**src/sv/bba_pkg.sv**
```systemverilog
`timescale 1ns / 1ps
`default_nettype none
package bba_pkg;

	localparam int BLK_FIELD_W = 8;
	localparam int OFF_FIELD_W = 24;

	typedef logic [1:0] op_t;
	typedef logic [1:0] status_t;

	localparam op_t OP_ALLOC   = 2'd0;
	localparam op_t OP_RESTORE = 2'd1;
	localparam op_t OP_RELEASE = 2'd2;

	localparam status_t ST_OK        = 2'd0;
	localparam status_t ST_NULL      = 2'd1;
	localparam status_t ST_TOO_LARGE = 2'd2;
	localparam status_t ST_NO_BLOCKS = 2'd3;

	typedef struct packed {
		status_t                  status;
		logic [BLK_FIELD_W-1:0]   alloc_block;
		logic [OFF_FIELD_W-1:0]   alloc_offset;
	} result_t;

endpackage
`default_nettype wire

```
**src/sv/bba_step.sv**
```systemverilog
`timescale 1ns / 1ps
`default_nettype none
module bba_step #(
	parameter int BLOCK_BYTES_LOG2 = 23,
	parameter int MAX_BLOCKS       = 256,
	parameter int BLK_W            = 8,
	parameter int OFF_W            = 24
) (
	input  var bba_pkg::op_t            operation,
	input  var logic [3:0]              align_log2,
	input  var logic [31:0]             request_bytes,
	input  var logic [7:0]              restore_block,
	input  var logic [23:0]             restore_offset,
	input  var logic [BLK_W-1:0]        cur_block,
	input  var logic [OFF_W-1:0]        cur_offset,
	output bba_pkg::result_t            res,
	output logic [BLK_W-1:0]            next_block,
	output logic [OFF_W-1:0]            next_offset
);
	import bba_pkg::*;

	localparam int SW = OFF_W + 2;
	localparam logic [SW-1:0] BLOCK_BYTES = SW'(1) << BLOCK_BYTES_LOG2;

	logic [15:0]    align_mask;
	logic [15:0]    pad;
	logic [SW-1:0]  at;
	logic [SW-1:0]  sum;
	logic           too_large;
	logic           fits;
	logic           last_block;
	logic [BLK_W:0] blk_inc;

	always_comb begin
		align_mask = 16'((17'(1) << align_log2) - 17'd1);
		pad        = (16'd0 - cur_offset[15:0]) & align_mask;
		at         = SW'(cur_offset) + SW'(pad);
		sum        = at + SW'(request_bytes);
		too_large  = {1'b0, request_bytes} > 33'(BLOCK_BYTES);
		fits       = sum <= BLOCK_BYTES;
		blk_inc    = (BLK_W+1)'(cur_block) + (BLK_W+1)'(1);
		last_block = blk_inc >= (BLK_W+1)'(MAX_BLOCKS);
	end

	always_comb begin
		res.status       = ST_OK;
		res.alloc_block  = '0;
		res.alloc_offset = '0;
		next_block       = cur_block;
		next_offset      = cur_offset;
		case (operation)
			OP_RESTORE: begin
				next_block  = BLK_W'(restore_block);
				next_offset = OFF_W'(restore_offset);
			end
			OP_RELEASE: begin
				next_block  = '0;
				next_offset = '0;
			end
			OP_ALLOC: begin
				if (request_bytes == 32'd0) begin
					res.status = ST_NULL;
				end else if (too_large) begin
					res.status = ST_TOO_LARGE;
				end else if (fits) begin
					res.alloc_block  = cur_block[BLK_FIELD_W-1:0];
					res.alloc_offset = at[OFF_FIELD_W-1:0];
					next_offset      = sum[OFF_W-1:0];
				end else if (last_block) begin
					res.status = ST_NO_BLOCKS;
				end else begin
					res.alloc_block = blk_inc[BLK_FIELD_W-1:0];
					next_block      = blk_inc[BLK_W-1:0];
					next_offset     = OFF_W'(request_bytes);
				end
			end
			default: begin
			end
		endcase
	end

endmodule
`default_nettype wire

```
**src/sv/block_bump_allocator_top.sv**
```systemverilog
// An accepted input transaction passes through the input register and then the result register to the output.
// Throughput: one transaction per cycle while out_stall is low; the input register and the result register
// form a two-entry pipe, and the frame update is one add/compare pass between them.
// Reset (arst_n low, asynchronous): frame mark cleared to block 0, offset 0,
// both pipe stages emptied.
`timescale 1ns / 1ps
`default_nettype none
module block_bump_allocator_top #(
	parameter int BLOCK_BYTES_LOG2 = 23,
	parameter int MAX_BLOCKS       = 256
) (
	input  var logic        clk,
	input  var logic        arst_n,
	input  var logic        in_valid,
	output logic            in_stall,
	input  var logic [1:0]  operation,
	input  var logic [3:0]  align_log2,
	input  var logic [31:0] request_bytes,
	input  var logic [7:0]  restore_block,
	input  var logic [23:0] restore_offset,
	output logic            out_valid,
	input  var logic        out_stall,
	output logic [1:0]      status,
	output logic [7:0]      alloc_block,
	output logic [23:0]     alloc_offset,
	output logic [7:0]      frame_block,
	output logic [23:0]     frame_offset
);
	import bba_pkg::*;

	localparam int BLK_W = (MAX_BLOCKS > 256) ? $clog2(MAX_BLOCKS) : 8;
	localparam int OFF_W = (BLOCK_BYTES_LOG2 + 1 > 24) ? BLOCK_BYTES_LOG2 + 1 : 24;

	logic              valid_s1;
	op_t               operation_s1;
	logic [3:0]        align_log2_s1;
	logic [31:0]       request_bytes_s1;
	logic [7:0]        restore_block_s1;
	logic [23:0]       restore_offset_s1;

	logic [BLK_W-1:0]  cur_block_q;
	logic [OFF_W-1:0]  cur_offset_q;
	logic              out_valid_q;
	result_t           res_q;

	result_t           res;
	logic [BLK_W-1:0]  next_block;
	logic [OFF_W-1:0]  next_offset;
	logic              advance;

	assign advance  = !out_valid_q || !out_stall;
	assign in_stall = valid_s1 && !advance;

	always_ff @(posedge clk or negedge arst_n) begin
		if (!arst_n) begin
			valid_s1 <= 1'b0;
		end else if (!in_stall) begin
			valid_s1 <= in_valid;
		end
	end

	always_ff @(posedge clk) begin
		if (in_valid && !in_stall) begin
			operation_s1      <= operation;
			align_log2_s1     <= align_log2;
			request_bytes_s1  <= request_bytes;
			restore_block_s1  <= restore_block;
			restore_offset_s1 <= restore_offset;
		end
	end

	bba_step #(
		.BLOCK_BYTES_LOG2 (BLOCK_BYTES_LOG2),
		.MAX_BLOCKS       (MAX_BLOCKS),
		.BLK_W            (BLK_W),
		.OFF_W            (OFF_W)
	) u_step (
		.operation      (operation_s1),
		.align_log2     (align_log2_s1),
		.request_bytes  (request_bytes_s1),
		.restore_block  (restore_block_s1),
		.restore_offset (restore_offset_s1),
		.cur_block      (cur_block_q),
		.cur_offset     (cur_offset_q),
		.res            (res),
		.next_block     (next_block),
		.next_offset    (next_offset)
	);

	always_ff @(posedge clk or negedge arst_n) begin
		if (!arst_n) begin
			out_valid_q  <= 1'b0;
			cur_block_q  <= '0;
			cur_offset_q <= '0;
		end else if (advance) begin
			out_valid_q <= valid_s1;
			if (valid_s1) begin
				cur_block_q  <= next_block;
				cur_offset_q <= next_offset;
			end
		end
	end

	always_ff @(posedge clk) begin
		if (advance && valid_s1) begin
			res_q <= res;
		end
	end

	assign out_valid    = out_valid_q;
	assign status       = res_q.status;
	assign alloc_block  = res_q.alloc_block;
	assign alloc_offset = res_q.alloc_offset;
	assign frame_block  = cur_block_q[7:0];
	assign frame_offset = cur_offset_q[23:0];

endmodule
`default_nettype wire

```
**config.mk**
```make
export PLATFORM = sky130hd
export DESIGN_NAME = block_bump_allocator_top
export DESIGN_NICKNAME = d
export VERILOG_FILES = /design/src/sv/bba_pkg.sv /design/src/sv/bba_step.sv /design/src/sv/block_bump_allocator_top.sv
export SDC_FILE = /design/constraint.sdc
export NUM_CORES = 1
export LEC_CHECK = 0
export BUFFER_PORTS_ARGS = -buffer_cell sky130_fd_sc_hd__buf_2
export CAP_MARGIN = 10
export CORE_MARGIN = 4
export CORE_UTILIZATION = 50
export CTS_CLUSTER_DIAMETER = 100
export DETAILED_ROUTE_END_ITERATION = 7
export GPL_TIMING_DRIVEN = 1
export PLACE_DENSITY = 0.8
export SLEW_MARGIN = 10
export SYNTH_ARGS = -nofsm -noshare
export SYNTH_HDL_FRONTEND = slang
export SYNTH_SLANG_ARGS = --single-unit
```
**constraint.sdc**
```tcl
create_clock -name clk -period 6.5 [get_ports clk]
set_input_delay 0.325 -clock clk [delete_from_list [all_inputs] [get_ports clk]]
set_output_delay 0.325 -clock clk [all_outputs]
set_load 0.05 [all_outputs]
```
==> flow_summary.ini <==
[global_routing]
grt_pass1_vias = 7900
grt_usage = 0.269
grt_pass1_wl_um = 41900
grt_max_degree = 71
overflow = 0
antenna_found_initial = 0

[cells_and_area]
area_delta_synth_final_pct = 39.3
layout-drive-gt1-share = 0.411
postLayoutCoreUtil = 0.708
final_nets = 1232
multi_input_area_sq_mm = 0.00528
n_antenna_cell = 0
mostFrequentLayoutCells = buf_2 (142), buf_4 (111), edfxtp_1 (104)
final_cells = 1365
n_fill_cell = 1154
ff_latch_area_sq_mm = 0.00398
final_common_cell = buf_2

[outcome]
failed_checks = negative setup slack
status = finished, violations left

[sta]
rsz0062_at_grt = true
tns_ns = -1.61
slew_violations = 0
hold_viol = 0
timing.fmax_mhz = 151
fin_ws_ns = -0.119
finClkSkew_ns = 0.00889
finalSetupViolations = 31
finalCritPeriodShare = 1.02
finalCriticalPeriod_ns = 6.62
slew_headroom = 0.365
worst_pin_slew_ns = 0.949

[synth]
ys_seq_area_frac = 0.454
synth_cells = 873
synth-main-ff-cell = edfxtp_1
synthesis.area_sq_mm = 0.00875
synth_fp_nets = 978
synth_edf_count = 104
ys_ff_latch = 138
async_flop_share = 0.246
post_synth_num_cell_types = 84
syn-mean-instance-area_sq_um = 10.0
synth_warnings = 0

[setup_path]
rr_worst_depth = 30
crit_arrival_ns = 6.97
worstPathRequired_ns = 6.85
slowest_delay_ns = 0.38
rrSetupSlack_ns = -0.12
crit_path_top_delay_cell = edfxtp_1
worst-path-max-fanout = 14
critPathLaunchType = flop
crit-reg2reg-launch = align_log2_s1[3]$_DFFE_PP_
r2r-end = frame_offset[9]$_DFFE_PN0P_
crit_path_start = align_log2_s1[3]$_DFFE_PP_
crit_type = reg2reg
cp-end-kind = flop

[clock_tree]
clk_path_buf_depth = 2
clock_sinks = 138
hold_buffers = 0
clk_pin_slew_ns = 0.06
cts_max_level = 4
cts_root_buf = clkbuf_16
cts_buffers = 17
clk_latency_ns = 0.44
cts_tree = built

[pwr]
ir_drop_uv = 231
p_leak_nw = 4.96
total_power_mw = 4.88
power-per-cell-area_mw_per_mm2 = 400

[drt]
wirelength_met1_um = 11600
vias = 8678
final_antenna_net_count = 0
drc = 0
avgViaCountPerCell = 6.36
wire_per_inst_um = 21.7
drt_iter0_markers = 958
dr.pass1.iters = 6
wl_um = 29600
routed.top_layer = met4
dr_wl_met3_um = 2650
wl_met2_um = 14100

[place]
dpl.hpwl_um = 19700
dp.cells = 1296
gp_congestion = 0.993
port_buffers = 141

[min_path]
hp-class = in2async

[floorplanning]
die-area_sq_mm = 0.0197
fp.dieW_um = 140
initial_utilization = 0.508
rows = 48
coreArea_sq_mm = 0.0172
fp.dieH_um = 140
ios = 142

[run]
cap_viol_max_count = 0
-- through the flow --
| stage | instance area, sq um | hold slack [ns] | setup WS, ns |
|---|---|---|---|
| floorplan | 8840 | 0.0294 | 0.0140 |
| global placement | 10400 | 0.469 | -0.0412 |
| detailed placement | 10400 | 0.487 | -0.226 |
| CTS | 11100 | 0.0278 | 0.00321 |
| global route | 12200 | 0.0476 | -0.299 |
| finish | 12200 | 0.0285 | -0.119 |
-- state kept, by name, indices dropped and copies added (netlist names) --
| signal | flops |
|---|---|
| request_bytes_s1 | 32 |
| alloc_offset | 24 |
| frame_offset | 24 |
| restore_offset_s1 | 24 |
| alloc_block | 8 |
| frame_block | 8 |
| restore_block_s1 | 8 |
| align_log2_s1 | 4 |
| operation_s1 | 2 |
| status | 2 |
| out_valid | 1 |
| valid_s1 | 1 |
-- kinds of logic (layout without fill, tap and decap cells) --
kind of cell,count (synthesis),in the layout,share of synthesized area
mux,28,28,0.0324
fa+ha+maj,31,31,0.0452
simple gates,304,304,0.175
compound gates,263,263,0.220
xor+xnor,37,37,0.0370
buf+inv,72,339,0.0366
flops,138,138,0.454
-- synth_stat cells, drive strengths merged, types with 4 or more instances --
| library cell | instances | share of area |
|---|---|---|
| nand2b | 6 | 0.0051 |
| a21o | 12 | 0.010 |
| o221ai | 23 | 0.037 |
| inv | 29 | 0.012 |
| or3 | 16 | 0.011 |
| and2 | 10 | 0.0071 |
| xor2 | 18 | 0.018 |
| o41ai | 4 | 0.0040 |
| dfrtp | 34 | 0.097 |
| o21ai | 55 | 0.032 |
| nor2 | 45 | 0.020 |
| buf | 15 | 0.012 |
| o211ai | 10 | 0.0086 |
| o21a | 10 | 0.0086 |
| nand3 | 19 | 0.011 |
| a2111oi | 4 | 0.0041 |
| or2 | 4 | 0.0029 |
| nor4 | 12 | 0.0093 |
| a41oi | 4 | 0.0040 |
| a31oi | 4 | 0.0029 |
| a31o | 6 | 0.0060 |
| nor2b | 10 | 0.0071 |
| xnor2 | 19 | 0.019 |
| nand4 | 5 | 0.0036 |
| clkbuf | 28 | 0.012 |
| nor3 | 18 | 0.010 |
| o21bai | 5 | 0.0043 |
| edfxtp | 104 | 0.36 |
| o31a | 6 | 0.0060 |
| o31ai | 10 | 0.0086 |
| a21boi | 4 | 0.0039 |
| a21oi | 64 | 0.038 |
| mux2i | 25 | 0.029 |
| nand2 | 115 | 0.049 |
| o22ai | 5 | 0.0036 |
| and3 | 23 | 0.016 |
| a2bb2oi | 6 | 0.0060 |
| ha | 30 | 0.043 |
| a211oi | 8 | 0.0069 |
-- routing by layer --
| layer | up-vias | track usage |
|---|---|---|
| li1 | 3838 | - |
| met1 | 4159 | 0.357 |
| met2 | 559 | 0.431 |
| met3 | 122 | 0.0591 |
| met4 | 0 | 0.108 |
| met5 | - | 0 |
-- layout make-up --
cell class,instances,area share
multi-input cells,663,0.432
inverters,29,0.00892
well taps,225,0.0231
repair buffers,278,0.161
clock inverters,14,0.0140
clock buffers,18,0.0352
flip-flops and latches,138,0.326
-- worst max-delay path, delay by kind of cell (launching register included) --
family | cells | cell delay [ns]
AO/OA/AOI/OAI | 13 | 2.64
XOR/XNOR | 1 | 0.22
adder cells (fa/ha/maj) | 3 | 0.77
buffers and inverters | 3 | 0.53
flip-flops | 1 | 0.38
AND/OR/NAND/NOR | 10 | 1.97
-- power breakdown --
part / internal (mW) / leakage (nW) / switching [mW]
sequential: 1.06 / 1.44 / 0.153
combinational: 1.07 / 3.23 / 1.58
clock: 0.605 / 0.295 / 0.407
total: 2.73 / 4.96 / 2.14
-- worst max path at each step --
stage	slack (ns)	endpoint
finish	-0.12	frame_offset[9]$_DFFE_PN0P_
global route	-0.30	frame_offset[9]$_DFFE_PN0P_
CTS	0.003	frame_offset[1]$_DFFE_PN0P_
detailed placement	-0.23	alloc_offset[16]$_SDFFCE_PP0P_
global placement	-0.04	alloc_offset[16]$_SDFFCE_PP0P_
floorplan	0.01	frame_offset[15]$_DFFE_PN0P_
-- repair_timing --
| action | 4_1_cts | 5_1_grt |
|---|---|---|
| endpoints found under the hold margin | 0 | 0 |
| pin swaps | 10 | 48 |
| setup buffers | 3 | 29 |
| gates resized for setup | 25 | 160 |
| cloned | 0 | 6 |
| setup endpoints to repair | 66 | 66 |
(Power assumes the default switching activity.)
